[src/design/ssp_pkg.sv]
// ----------------------------------------------------------------------------
// Surface stack position package
// Shared types, codes and default sizes of the surface stack position unit.
// ----------------------------------------------------------------------------
package ssp_pkg;

  // Default sizes, used as parameter defaults on the top level, and the neighbor count.
  localparam int MaxSurfacesDef = 8;
  localparam int MaxPointsDef   = 1024;
  localparam int Neighbors      = 4;

  // Field widths fixed by the item format.
  localparam int CoordW  = 24;
  localparam int ActionW = 2;
  localparam int SidxW   = 3;
  localparam int PosW    = 4;
  localparam int CfgW    = 4;
  localparam int AbsW    = CoordW + 1;
  localparam int DistW   = 2 * AbsW;
  localparam int ZSumW   = CoordW + 2;

  // Action codes carried by an input beat.
  typedef enum logic [ActionW-1:0] {
    ACT_LOAD  = 2'd0,
    ACT_QUERY = 2'd1,
    ACT_CLEAR = 2'd2
  } action_e;

  // Sequencer states of the query scan.
  typedef enum logic [2:0] {
    ST_IDLE,
    ST_SELECT,
    ST_ISSUE,
    ST_DRAIN,
    ST_DONE
  } state_e;

  // One stored surface point.
  typedef struct packed {
    logic signed [CoordW-1:0] x;
    logic signed [CoordW-1:0] y;
    logic signed [CoordW-1:0] z;
  } point_t;

  // Tag that travels with a point read through the distance pipeline.
  typedef struct packed {
    logic valid;
    logic first;
    logic last;
  } tag_t;

  // Per-surface decision from the neighbor unit.
  typedef struct packed {
    logic valid;
    logic above;
  } res_t;

endpackage

[src/design/ssp_dist.sv]
// ----------------------------------------------------------------------------
// Squared distance pipeline
// Three stages: absolute differences, squares, and their sum.
// ----------------------------------------------------------------------------
module ssp_dist (
  input  logic                                clk_i,
  input  logic                                rst_ni,
  input  ssp_pkg::point_t                     pt_i,
  input  ssp_pkg::tag_t                       tag_i,
  input  logic signed [ssp_pkg::CoordW-1:0]   qx_i,
  input  logic signed [ssp_pkg::CoordW-1:0]   qy_i,
  output logic [ssp_pkg::DistW-1:0]           dist_o,
  output logic signed [ssp_pkg::CoordW-1:0]   z_o,
  output ssp_pkg::tag_t                       tag_o
);
  import ssp_pkg::*;

  logic signed [AbsW-1:0]   dx, dy;
  logic [AbsW-1:0]          ax_q, ay_q;
  logic [DistW-1:0]         sx_q, sy_q, sum_q;
  logic signed [CoordW-1:0] z1_q, z2_q, z3_q;
  tag_t                     t1_q, t2_q, t3_q;

  // Signed differences, one bit wider than a coordinate.
  assign dx = AbsW'(pt_i.x) - AbsW'(qx_i);
  assign dy = AbsW'(pt_i.y) - AbsW'(qy_i);

  // Data stages.
  always_ff @(posedge clk_i) begin
    ax_q  <= dx[AbsW-1] ? AbsW'(-dx) : AbsW'(dx);
    ay_q  <= dy[AbsW-1] ? AbsW'(-dy) : AbsW'(dy);
    z1_q  <= pt_i.z;
    sx_q  <= DistW'(ax_q) * DistW'(ax_q);
    sy_q  <= DistW'(ay_q) * DistW'(ay_q);
    z2_q  <= z1_q;
    sum_q <= sx_q + sy_q;
    z3_q  <= z2_q;
  end

  // Tag stages.
  always_ff @(posedge clk_i or negedge rst_ni) begin
    if (!rst_ni) begin
      t1_q <= '0;
      t2_q <= '0;
      t3_q <= '0;
    end else begin
      t1_q <= tag_i;
      t2_q <= t1_q;
      t3_q <= t2_q;
    end
  end

  assign dist_o = sum_q;
  assign z_o    = z3_q;
  assign tag_o  = t3_q;

endmodule

[config.mk]
export PLATFORM = sky130hd
export DESIGN_NAME = ssp_dist
export DESIGN_NICKNAME = d
export VERILOG_FILES = /design/src/design/ssp_pkg.sv /design/src/design/ssp_dist.sv
export SDC_FILE = /design/constraint.sdc
export NUM_CORES = 2
export LEC_CHECK = 0
export BUFFER_PORTS_ARGS = -buffer_cell sky130_fd_sc_hd__buf_4
export CAP_MARGIN = 25
export CORE_MARGIN = 5
export CORE_UTILIZATION = 65
export DETAILED_ROUTE_END_ITERATION = 12
export GPL_ROUTABILITY_DRIVEN = 0
export PLACE_DENSITY = 0.83
export SYNTH_ARGS = -nofsm -noshare
export SYNTH_HDL_FRONTEND = slang
export SYNTH_SLANG_ARGS = --single-unit
[constraint.sdc]
create_clock -name clk_i -period 22.7 [get_ports clk_i]
set_input_delay 1.135 -clock clk_i [delete_from_list [all_inputs] [get_ports clk_i]]
set_output_delay 1.135 -clock clk_i [all_outputs]
set_load 0.005 [all_outputs]
Word level (Yosys, flattened, before mapping)
Index checks and enable logic that the tools add are counted.

storage, ports and cells
  register bits = 281
  input bits = 125
  output and inout bits = 77
  word-level logic and storage cells = 28

cells by class
  $add $sub $neg = 5
  multipliers = 2
  muxes and demuxes = 2

operators with widths
  operator                      number
  multiplier 25 x 25 -> 50 bit  2
  adder 50 bit                  1
  negator 25 bit                2
  subtractor 24 x 24 -> 25 bit  2
  two-way mux 24 bit            2

Logic depth before layout (Yosys ltp)
  depth after elaboration = 3
  gate-level depth with buffers = 28

Least setup slack after synthesis
OpenSTA, ideal clock, no wires.

  path type = reg2reg
  from = register ax_q[3]
  to = register sx_q[48]
  setup time = 0.062 ns
  arrival time = 7.132 ns
  data required time = 22.638 ns
  slack = 15.506 ns
  stages on the path, launching flop included = 29
  buffers on the path = 3
  period minus slack after synthesis = 7.194 ns
  cells stage by stage = dfxtp_1 -> clkbuf_1 -> clkbuf_1 -> nand2_1 -> fa_1 -> inv_1 -> fa_1 -> inv_1 -> fa_1 -> inv_1 -> fa_1 -> inv_1 -> fa_1 -> inv_1 -> fa_1 -> inv_1 -> fa_1 -> inv_1 -> ha_1 -> clkbuf_1 -> nand2_1 -> o21ai_0 -> a221oi_1 -> o21ai_0 -> a21oi_1 -> o31a_1 -> o21a_1 -> or4_1 -> nand3_1

between the ends
  longest elaborated chain between the ends = 1

ends and longest elaborated chain
  what                          line            text
  start: declaration            ssp_dist.sv:19  logic [AbsW-1:0] ax_q, ay_q;
  start signal: assignment      ssp_dist.sv:30  ax_q <= dx[AbsW-1] ? AbsW'(-dx) : AbsW'(dx);
  multiplier 25 x 25 -> 50 bit  ssp_dist.sv:33  sx_q <= DistW'(ax_q) * DistW'(ax_q);
  end signal: assignment        ssp_dist.sv:33
  end: declaration              ssp_dist.sv:20  logic [DistW-1:0] sx_q, sy_q, sum_q;

Every way passes these cells.
A chain may end at the register's enable or synchronous reset.

Worst setup path after layout
  from = register ax_q[3]
  to = register sx_q[42]

The elaborated chain is that of the path after synthesis.

==> impl_metrics.env <==
export IMPL_outcome="finished clean"
export IMPL_overflow=0
export IMPL_fmax_mhz=119
export IMPL_syn_area_per_cell_um2=9.10
export IMPL_ys_warn_count=0
export IMPL_final_setup_tns_ns=0
export IMPL_htreeDepth=2
export IMPL_path_cells="inv_1 -> nor2_1 -> inv_1 -> fa_1 -> inv_1 -> fa_1 -> fa_1 -> ha_1 -> inv_1 -> fa_1 -> inv_1 -> fa_1 -> fa_1 -> ha_1 -> a21oi_1 -> nand2_1 -> o32ai_1 -> o21ai_0 -> a21oi_1 -> o31a_1 -> o21ai_0 -> a41oi_1 -> xnor2_1"
export IMPL_crit_path_top_delay_cell="dfxtp_1"
export IMPL_postRouteAntennaNets=0
export IMPL_syn_nets=6783
export IMPL_vias=35527
export IMPL_core_um2=73000
export IMPL_area_growth_pct=7.68
export IMPL_clock_path_buffers=3
export IMPL_die_height_um=281
export IMPL_skew_ns=0.0306
export IMPL_antenna_found_initial=2
export IMPL_cts_reportedPaths_clkPinSlew_ns=0.06
export IMPL_ys_ff_latch=279
export IMPL_ys_flop_type="dfxtp_1"
export IMPL_fin_cells=6348
export IMPL_synth_edf_count=0
export IMPL_rsz0062_at_grt="no"
export IMPL_yosysTopAreaCell="fa_1"
export IMPL_drc_errors=0
export IMPL_cp_arrival_ns=8.89
export IMPL_dp_hpwl_um=88200
export IMPL_wl_per_cell_um=17.0
export IMPL_cts_tree="built"
export IMPL_cpMostUsedCell="fa_1"
export IMPL_end_kind="flip-flop"
export IMPL_worstMarginPinSlew_ns=1.07
export IMPL_start_kind="flip-flop"
export IMPL_cts_hold_buf=0
export IMPL_finalMaxSlewViolations=0
export IMPL_worst_slack_ns=14.30
export IMPL_drtIter0Drc=2175
export IMPL_crit_buf_inv=5
export IMPL_portBuffers=201
export IMPL_setup_viol=0
export IMPL_grt_usage_pct=28.0
export IMPL_synth_cells=5252
export IMPL_cts_buffers=34
export IMPL_rows=99
export IMPL_max_stage_delay_ns=0.96
export IMPL_hold_path_class="flip-flop to flip-flop"
export IMPL_period_share_pct=37.0
export IMPL_cts_resized=0
export IMPL_dr_pass1_iters=6
export IMPL_critical_path_top_delay_family="adder cells"
export IMPL_cts_root_buf="clkbuf_16"
export IMPL_grt_pass1_wl_um=181000
export IMPL_min_period_ns=8.40
export IMPL_grt_max_degree=29
export IMPL_cts_sinks=279
export IMPL_cts_setup_buffers=0
export IMPL_seq_area_frac_synth_pct=11.8
export IMPL_die_area_um2=79100
export IMPL_place_inst=6282
export IMPL_pre_cts_ws_ns=14.56
export IMPL_routed_wirelength_um=108000
export IMPL_hold_viol_final=0
export IMPL_io_pins=202
export IMPL_yosysTopAreaCellShare_pct=39.1
export IMPL_antennaDiodeCount=0
export IMPL_synth_commonest_cells="inv_1, fa_1, ha_1"
export IMPL_fin_nets=6895
export IMPL_path_class="flip-flop to flip-flop"
export IMPL_synthArstFlopShare_pct=3.23
export IMPL_first_global_vias=38328
export IMPL_clk_latency_ns=0.57
export IMPL_cp_required_ns=23.18
export IMPL_ys_top_cells_by_area="fa_1, ha_1, inv_1"
export IMPL_synthDistinctLibCells=79
export IMPL_drv_cap=0
export IMPL_nFillCells=5262
export IMPL_yosysMostFrequentCell="inv_1"
export IMPL_layout_drive_gt1_share_pct=5.99
export IMPL_die_x_um=281
export IMPL_initial_core_util_pct=65.5
export IMPL_final_util_pct=70.6
export IMPL_cp_max_fo=22
export IMPL_avgViaCountPerCell=5.60
export IMPL_syn_cell_area_um2=47800
export IMPL_relSlewSlack_pct=28.2
sequential cells by signal, summed over array words and instances, names as in the netlist:
register and count:
dist_o 50, z1_q 24, sx_q 49, ay_q 25, t1_q 3, ax_q 25
t2_q 3, z2_q 24, sy_q 49, z_o 24, tag_o 3
area by class of cell:
type,count,area [um^2],area share (%)
Clock buffer,44,938,1.82
Sequential cell,279,5630,10.9
Timing Repair Buffer,231,1810,3.51
Tap cell,959,1200,2.33
Clock inverter,17,307,0.596
Multi-Input combinational cell,3375,36200,70.3
Inverter,1443,5420,10.5
worst reg2reg max path: cells and delay by family, from the launching register on:
kind            cells  cell delay [ns]
compound gates      7             2.66
fa+ha+maj           8             3.48
flops               1             0.96
simple gates        2             0.39
xor+xnor            1             0.15
buf+inv             5             0.69
through the flow:
step | hold slack, ns | cell area [um^2]
after floorplan | 0.310 | 47800
after global placement | 0.310 | 50100
after detailed placement | 0.312 | 50100
after global routing | 0.324 | 51500
final | 0.306 | 51500
after CTS | 0.305 | 51400
routing by layer:
layer / routed length (um) / vias up / track usage, %
met5: 0 / - / 0
met4: 4530 / 0 / 10.6
met3: 8180 / 327 / 4.57
met2: 53000 / 1446 / 47.8
met1: 42300 / 17622 / 36.2
li1: - / 16132 / -
cells in the final DEF (no fill, tap or decap), types with 30 or more instances in the layout:
| master | count |
|---|---|
| xnor2_1 | 143 |
| fa_1 | 934 |
| and2_1 | 252 |
| o21ai_0 | 98 |
| ha_1 | 472 |
| o21a_1 | 30 |
| xor2_1 | 74 |
| nor3_1 | 48 |
| nor2_1 | 187 |
| dfxtp_1 | 270 |
| a21o_1 | 95 |
| a211oi_1 | 41 |
| nand4_1 | 31 |
| nand3_1 | 49 |
| nand2_1 | 430 |
| clkbuf_16 | 34 |
| inv_1 | 1443 |
| buf_4 | 226 |
| a21oi_1 | 157 |
logic make-up (layout without fill, tap and decap cells):
| group | count (synthesis) | after routing | share of synthesized area [%] |
|---|---|---|---|
| AO/OA/AOI/OAI | 600 | 600 | 8.39 |
| XOR/XNOR | 217 | 217 | 3.98 |
| adder cells (fa/ha/maj) | 1406 | 1406 | 51.5 |
| buffers and inverters | 1598 | 1735 | 12.6 |
| flip-flops | 279 | 279 | 11.8 |
| multiplexers | 8 | 8 | 0.173 |
| AND/OR/NAND/NOR | 1144 | 1144 | 11.7 |
worst paths after layout:
kind | startpoint | to | slack, ns | depth (start not counted)
setup / recovery | ax_q[3]$_DFF_P_ | sx_q[42]$_DFF_P_ | 14.30 | 23
hold / removal | z1_q[4]$_DFF_P_ | z2_q[4]$_DFF_P_ | 0.31 | 0
setup reg to reg | ax_q[3]$_DFF_P_ | sx_q[42]$_DFF_P_ | 14.30 | 23
hold reg to reg | z1_q[4]$_DFF_P_ | z2_q[4]$_DFF_P_ | 0.31 | 0
max in group asynchronous | rst_ni | t2_q[1]$_DFF_PN0_ | 22.18 | 1
min in group asynchronous | rst_ni | t1_q[2]$_DFF_PN0_ | 0.39 | 1
Power is not shown: default switching activity piles up to over one toggle a cycle in this logic, so the estimate is an artifact.
