`src/design/ssp_pkg.sv`:
```
// ----------------------------------------------------------------------------
// Surface stack position package
// Shared types, codes and default sizes of the surface stack position unit.
// ----------------------------------------------------------------------------
package ssp_pkg;

  // Default sizes, used as parameter defaults on the top level, and the neighbor count.
  localparam int MaxSurfacesDef = 8;
  localparam int MaxPointsDef   = 1024;
  localparam int Neighbors      = 4;

  // Field widths fixed by the item format.
  localparam int CoordW  = 24;
  localparam int ActionW = 2;
  localparam int SidxW   = 3;
  localparam int PosW    = 4;
  localparam int CfgW    = 4;
  localparam int AbsW    = CoordW + 1;
  localparam int DistW   = 2 * AbsW;
  localparam int ZSumW   = CoordW + 2;

  // Action codes carried by an input beat.
  typedef enum logic [ActionW-1:0] {
    ACT_LOAD  = 2'd0,
    ACT_QUERY = 2'd1,
    ACT_CLEAR = 2'd2
  } action_e;

  // Sequencer states of the query scan.
  typedef enum logic [2:0] {
    ST_IDLE,
    ST_SELECT,
    ST_ISSUE,
    ST_DRAIN,
    ST_DONE
  } state_e;

  // One stored surface point.
  typedef struct packed {
    logic signed [CoordW-1:0] x;
    logic signed [CoordW-1:0] y;
    logic signed [CoordW-1:0] z;
  } point_t;

  // Tag that travels with a point read through the distance pipeline.
  typedef struct packed {
    logic valid;
    logic first;
    logic last;
  } tag_t;

  // Per-surface decision from the neighbor unit.
  typedef struct packed {
    logic valid;
    logic above;
  } res_t;

endpackage

```
`src/design/ssp_knn.sv`:
```
// ----------------------------------------------------------------------------
// Nearest neighbor slots
// Keeps the four nearest points of one surface and tests the mean height.
// ----------------------------------------------------------------------------
module ssp_knn (
  input  logic                                clk_i,
  input  logic                                rst_ni,
  input  logic [ssp_pkg::DistW-1:0]           dist_i,
  input  logic signed [ssp_pkg::CoordW-1:0]   z_i,
  input  ssp_pkg::tag_t                       tag_i,
  input  logic signed [ssp_pkg::CoordW-1:0]   qz_i,
  output ssp_pkg::res_t                       res_o
);
  import ssp_pkg::*;

  logic [DistW-1:0]         dist_q [Neighbors];
  logic signed [CoordW-1:0] z_q    [Neighbors];
  logic [1:0]               far;
  logic                     eval_q;
  res_t                     res_q;
  logic signed [ZSumW-1:0]  zsum, lhs;

  // First slot holding the largest distance.
  always_comb begin
    far = 2'd0;
    for (int k = 1; k < Neighbors; k++) begin
      if (dist_q[k] > dist_q[far]) begin
        far = 2'(k);
      end
    end
  end

  // Seed on the first point, replace the farthest slot on a closer one.
  always_ff @(posedge clk_i) begin
    if (tag_i.valid) begin
      if (tag_i.first) begin
        for (int k = 0; k < Neighbors; k++) begin
          dist_q[k] <= dist_i;
          z_q[k]    <= z_i;
        end
      end else if (dist_i < dist_q[far]) begin
        dist_q[far] <= dist_i;
        z_q[far]    <= z_i;
      end
    end
  end

  // Mean height test as 4*z against the sum of the slot heights.
  assign zsum = ZSumW'(z_q[0]) + ZSumW'(z_q[1]) + ZSumW'(z_q[2]) + ZSumW'(z_q[3]);
  assign lhs  = {qz_i, 2'b00};

  always_ff @(posedge clk_i or negedge rst_ni) begin
    if (!rst_ni) begin
      eval_q <= 1'b0;
      res_q  <= '0;
    end else begin
      eval_q      <= tag_i.valid && tag_i.last;
      res_q.valid <= eval_q;
      res_q.above <= lhs >= zsum;
    end
  end

  assign res_o = res_q;

endmodule

```
`config.mk`:
```
export PLATFORM = sky130hd
export DESIGN_NAME = ssp_knn
export DESIGN_NICKNAME = d
export VERILOG_FILES = /design/src/design/ssp_pkg.sv /design/src/design/ssp_knn.sv
export SDC_FILE = /design/constraint.sdc
export NUM_CORES = 1
export LEC_CHECK = 0
export BUFFER_PORTS_ARGS = -buffer_cell sky130_fd_sc_hd__buf_2
export CORE_MARGIN = 3
export CORE_UTILIZATION = 56
export CTS_CLUSTER_SIZE = 12
export DETAILED_ROUTE_END_ITERATION = 16
export GPL_TIMING_DRIVEN = 0
export PLACE_DENSITY = 0.77
export SYNTH_ARGS = -nofsm -noshare
export SYNTH_HDL_FRONTEND = slang
export SYNTH_SLANG_ARGS = --single-unit
```
`constraint.sdc`:
```
create_clock -name clk_i -period 17.3 [get_ports clk_i]
set_input_delay 1.73 -clock clk_i [delete_from_list [all_inputs] [get_ports clk_i]]
set_output_delay 1.73 -clock clk_i [all_outputs]
set_load 0.01 [all_outputs]
```
# Word-level counts from Yosys, hierarchy flattened
# Memory sizes are Yosys's and may differ from the RTL's.
# Cells that the tools add are included.
[totals] register_bits=3 ramBits=296 inputBits=103 out_inout_bits=2 elab_cells=32 mem_count=2
[op_classes] addsub=3 magnitude_cmp=5 n_mux=16 n_reduce_logical=3
[memory_table] memory="dist_q" words=4 word_bits=50 read_ports=7 rd_ports_with_merged_regs=0 write_ports=4 line_no="ssp_knn.sv:16" source="logic [DistW-1:0] dist_q [Neighbors];"
[memory_table] memory="z_q" words=4 word_bits=24 read_ports=4 rd_ports_with_merged_regs=0 write_ports=4 line_no="ssp_knn.sv:17" source="logic signed [CoordW-1:0] z_q [Neighbors];"
[ops] op="50-bit greater-than comparator" count=3
[ops] op="50-bit < comparator" count=1
[ops] op="50-bit 2-to-1 mux" count=1
[ops] op="50-bit OR reduction" count=1
[ops] op="25-bit by 24-bit adder with 26-bit output" count=1
[ops] op="26-bit by 24-bit adder with 26-bit output" count=1
[ops] op="26-bit >= comparator" count=1
[ops] op="24-bit by 24-bit adder with 25-bit output" count=1
[ops] op="24-bit 2-to-1 mux" count=1
[ops] op="24-bit OR reduction" count=1
[ops] op="1-bit 2-to-1 mux" count=10
[ops] op="2-bit 2-to-1 mux" count=4
[ops] op="1-bit logical AND" count=1

# Longest topological paths before layout
# An unclocked memory read counts as a cell.
[logic_depth] ltp_word=17 mapped_depth=43 ltp_nobuf=37

# Worst setup path after synthesis
# OpenSTA, ideal clock, no wires.
[synth_path] kind="register -> register" startpoint="memory dist_q[1][4] in the netlist's numbering" endpoint="memory dist_q[2][0] in the netlist's numbering (enable)" setup_time_ps=708 arrival_ps=15391 t_required_ps=16592 setup_slack_ps=1202 stages_incl_launch_ff=39 path_buffers=6 period_less_slack_ps=16098 cell_sequence="edfxtp_1 > ha_1 > a41oi_1 > o21ai_1 > a2111oi_2 > o32ai_1 > a31oi_1 > a31oi_1 > buf_2 > buf_2 > mux2i_1 > ha_1 > nand4_1 > nor4_2 > nand4_1 > o31a_1 > a41oi_1 > o21a_1 > (+3 left out) > ha_1 > nand4_1 > nor4_1 > o311ai_1 > and4b_1 > nor2_1 > buf_2 > buf_1 > nor2_1 > a22oi_1 > ha_1 > a2111oi_0 > o21a_1 > o41ai_1 > a211o_1 > a211oi_1 > o221ai_1 > o41ai_1"
[synth_rtl] element="start, declared" line_no="ssp_knn.sv:16"

==> results.txt <==
The adder and majority gate portion of the synthesized area was 0.228. The clock passes through at most 3 buffers. In this run the standard cell core region covers 0.0311 mm^2.

The simple logic cell fraction of the synthesized area is 0.0906. The critical path is of the flop to flop type. For the remaining max-slew budget at the tightest pin, the log shows 0.345. In this run, synthesis inferred 296 flip-flops with an integrated enable. Yosys attributes the largest share of cell area to sky130_fd_sc_hd__edfxtp_1, sky130_fd_sc_hd__ha_1, sky130_fd_sc_hd__fa_1, sky130_fd_sc_hd__mux2i_1, sky130_fd_sc_hd__nor2_1. For the worst setup path, the data required time is 17.49 ns. Summed over all layers, the global routing overflow is 0.

The count of buffers added on input and output ports is 104. The post-synthesis compound-gate area fraction is 0.119, and the via density per instance is 6.14. The post-route total power was 3.25 mW.

By area, the combinational part of the netlist is dominated by adder cells. Number of antenna violations at the first check in global routing: 6. After clock tree synthesis, the flow added hold-fix buffers numbering 0. IR analysis of the VDD net gives a maximum drop of 0.0977 mV.

For the first-pass GRT wire length, the log shows 63600 um. The number of max-cap violations is 0, and the initial standard-cell utilization of the core is 0.576. Setup repair after global routing left no endpoint under its margin. The post-CTS setup buffer count came out at 0.

After floorplanning, the core was divided into 64 placement rows. The detail route stage leaves a number of antenna-violating nets equal to 0. Setup violations remaining at the end of the flow were counted as 0.

At the pin with the least slew margin, the transition time is 0.973 ns. The run gives 0.235 as the global-route total usage across every layer. Share of layout cells above drive strength 1: 0.124.

The length of the first detailed-routing pass in iterations came out at 7. The via count of the first global-routing pass is 12600. The tools report the buffer cell driving the clock tree root as sky130_fd_sc_hd__clkbuf_16.

Measured along the y axis, the die boundary spans 185 um. Each instance of the synthesized netlist takes up on average 12.4 um^2. Multiplexer share of the synthesized area: 0.0282. For this design the ratio of total power to cell area is 159 mW/mm^2. Dominant delay contributor by cell family on the critical path: simple AND/OR/NAND/NOR gates. The critical path data arrival time is 13.37 ns, and the number of cells produced by synthesis is 1447.

The parity-gate share of the synthesized area counting xor and xnor cells is 0.0117, and the number of H-tree levels is 2. The most used flip-flop cell after synthesis is sky130_fd_sc_hd__edfxtp_1. The final count of hold timing violations is 0, and the proportion of register bits with asynchronous set or reset after synthesis is 0.0100. The tools report the hold slack as 0.360 ns. The weighted congestion at the end of routability-driven global placement came out at 0.893. The clock drives 299 sinks. The number of buffers created by CTS is 35. Post-DP HPWL: 30400 um. The largest driver fanout on the critical path came out at 24. The number of nets handed over by synthesis was 1847.

The final wirelength is 40100 um, and the number of synthesized register bits is 299. For the count of filler cells inserted in the layout, the log shows 2299. On the worst path, the slowest cell contributes a delay of 0.88 ns. The flow ran to the end, and the final reports show no timing, DRC or antenna violations. The die covers 0.0341 mm^2. The area growth from synthesis to layout is 14.0%. The worst clock skew on the final layout came out at 0.0236 ns.

For the number of distinct library cell variants in the gate-level netlist after synthesis, the log shows 59. STA classifies the critical path endpoint as a flop. The clock slew seen by the registers of the worst setup and hold paths was 0.06 ns; the maximum achievable frequency was 75.9 MHz.

Post-CTS repair changed the size of 0 cells. The classification of the worst-slack hold path is flop to flop. The number of buffers and inverters on the critical path came out at 8.

The Yosys step of the flow raised 0 warnings. The detailed router placed 12500 vias in this run. The iteration-0 DRC count of the detailed router is 1028. The slowest stage of the critical path is the sky130_fd_sc_hd__nor4_1 cell.

Entering global routing, the biggest net connects 27 pins. The final routed wire length divided by cell count came out at 19.7 um. The run gives 105 as the number of top-level pins.

The summed instance area of the synthesized netlist is 0.0179 mm^2. Summed over all instances, the cell type with the most area after synthesis is sky130_fd_sc_hd__edfxtp_1. For this run, design rule violations remaining after detail routing come to 0. The tools report the leakage dissipation as 8.44 nW.

The final layout contains 2010 nets. The logs give 0.501 for the sequential cell area fraction in the yosys report and 0 for the number of pins exceeding their max-slew limit in the final report. The run gives 0.52 ns as the source-to-sink clock delay at the later pin of the worst-skew pair. The tools report the critical path launch point type as a flop. TritonCTS built the clock tree. Top cell type's share of synthesized area: 0.497. The floorplan die width is 185 um.

The final critical path time including I/O delays and setup works out to 13.18 ns. The final core area utilization was 0.657; the final cycle utilization of the critical path was 0.762.
## through the flow
stage | cell area, um^2 | std cells | TNS, ns | setup WS [ns]
5_1_grt | 20400 | 2033 | 0 | 3.56
4_1_cts | 20400 | 2029 | 0 | 4.43
6_report | 20400 | 2033 | 0 | 4.12
2_1_floorplan | 17900 | 1447 | 0 | 1.20
3_3_place_gp | 18900 | 1947 | -538.36 | -7.28
3_5_place_dp | 19300 | 1969 | 0 | 4.53
## cells by family (layout without fill, tap and decap cells)
kind of cell / Yosys count / after routing
buffers and inverters: 96 / 282
muxes: 50 / 50
xor gates and xnor gates: 24 / 24
AOI/OAI and AO/OA: 333 / 333
adders and majority gates: 297 / 297
other: 0 / 4
and+or+nand+nor: 348 / 348
DFF: 299 / 299
## layout make-up
type                    count  area [um^2]  area share
flip-flops and latches    299         8960       0.439
multi-input cells        1052         8590       0.421
clock inverters            15          178     0.00871
repair buffers            126          825      0.0404
well taps                 396          495      0.0243
plain buffers              33          148     0.00724
inverters                  63          236      0.0116
diodes                      4         10.0    0.000491
clock buffers              45          956      0.0469
## layout by cell type, fill, tap and decap left out, types with 5 or more instances in the layout
cell type	instances
sky130_fd_sc_hd__a211oi_1	12
sky130_fd_sc_hd__a21o_1	43
sky130_fd_sc_hd__a21oi_1	84
sky130_fd_sc_hd__a221oi_1	6
sky130_fd_sc_hd__a22oi_1	52
sky130_fd_sc_hd__a31oi_1	5
sky130_fd_sc_hd__and4_1	8
sky130_fd_sc_hd__buf_12	6
sky130_fd_sc_hd__buf_2	123
sky130_fd_sc_hd__buf_4	12
sky130_fd_sc_hd__clkbuf_1	18
sky130_fd_sc_hd__clkbuf_16	37
sky130_fd_sc_hd__clkinv_1	5
sky130_fd_sc_hd__edfxtp_1	296
sky130_fd_sc_hd__fa_1	49
sky130_fd_sc_hd__ha_1	248
sky130_fd_sc_hd__inv_1	63
sky130_fd_sc_hd__mux2i_1	49
sky130_fd_sc_hd__nand2_1	94
sky130_fd_sc_hd__nand2b_1	6
sky130_fd_sc_hd__nand3_1	16
sky130_fd_sc_hd__nand4_1	47
sky130_fd_sc_hd__nor2_1	130
sky130_fd_sc_hd__nor2b_1	7
sky130_fd_sc_hd__nor3_1	15
sky130_fd_sc_hd__nor4_1	6
sky130_fd_sc_hd__o21ai_0	86
sky130_fd_sc_hd__or3_1	7
sky130_fd_sc_hd__xnor2_1	14
sky130_fd_sc_hd__xor2_1	10
## cell usage after synthesis, types with 16 or more instances
| cell type | instances |
|---|---|
| sky130_fd_sc_hd__nand3_1 | 16 |
| sky130_fd_sc_hd__a21o_1 | 43 |
| sky130_fd_sc_hd__nand2_1 | 94 |
| sky130_fd_sc_hd__mux2i_1 | 49 |
| sky130_fd_sc_hd__edfxtp_1 | 296 |
| sky130_fd_sc_hd__buf_2 | 19 |
| sky130_fd_sc_hd__fa_1 | 49 |
| sky130_fd_sc_hd__a22oi_1 | 52 |
| sky130_fd_sc_hd__ha_1 | 248 |
| sky130_fd_sc_hd__o21ai_0 | 86 |
| sky130_fd_sc_hd__a21oi_1 | 84 |
| sky130_fd_sc_hd__nand4_1 | 47 |
| sky130_fd_sc_hd__nor2_1 | 130 |
| sky130_fd_sc_hd__inv_1 | 63 |
## worst register-to-register path: cells and delay by family (launching register included)
kind	cells	cell delay (ns)
buf+inv	8	2.62
simple gates	12	4.16
mux	1	0.32
fa+ha+maj	4	1.22
compound gates	16	4.12
flops	1	0.39
## worst paths after layout
kind / start / slack (ns) / end / depth (start not counted)
max: dist_q[1][24] / 4.12 / z_q[1][21] / 41
min: eval_q / 0.36 / res_o[1] / 0
max reg2reg: dist_q[1][24] / 4.12 / z_q[1][21] / 41
min reg2reg: eval_q / 0.36 / res_o[1] / 0
max in group asynchronous: rst_ni / 16.14 / res_o[1] / 1
min in group asynchronous: rst_ni / 1.03 / res_o[0] / 1
## flip-flops by register name, summed over array words and instances, names as in the netlist
signal  count
eval_q      1
res_o       2
dist_q    200
z_q        96
## routing by layer
| metal | up-vias | share of wire | track usage |
|---|---|---|---|
| li1 | 5887 | - | - |
| met1 | 6113 | 0.43 | 0.317 |
| met2 | 394 | 0.48 | 0.391 |
| met3 | 89 | 0.063 | 0.0418 |
| met4 | 4 | 0.026 | 0.0723 |
| met5 | - | 0.00085 | 0 |
## report_power, final
group	switching [mW]	internal [mW]	total, mW
registers	0.0446	0.903	0.947
logic	0.916	0.654	1.57
clock network	0.284	0.449	0.733
(Power assumes the default switching activity.)
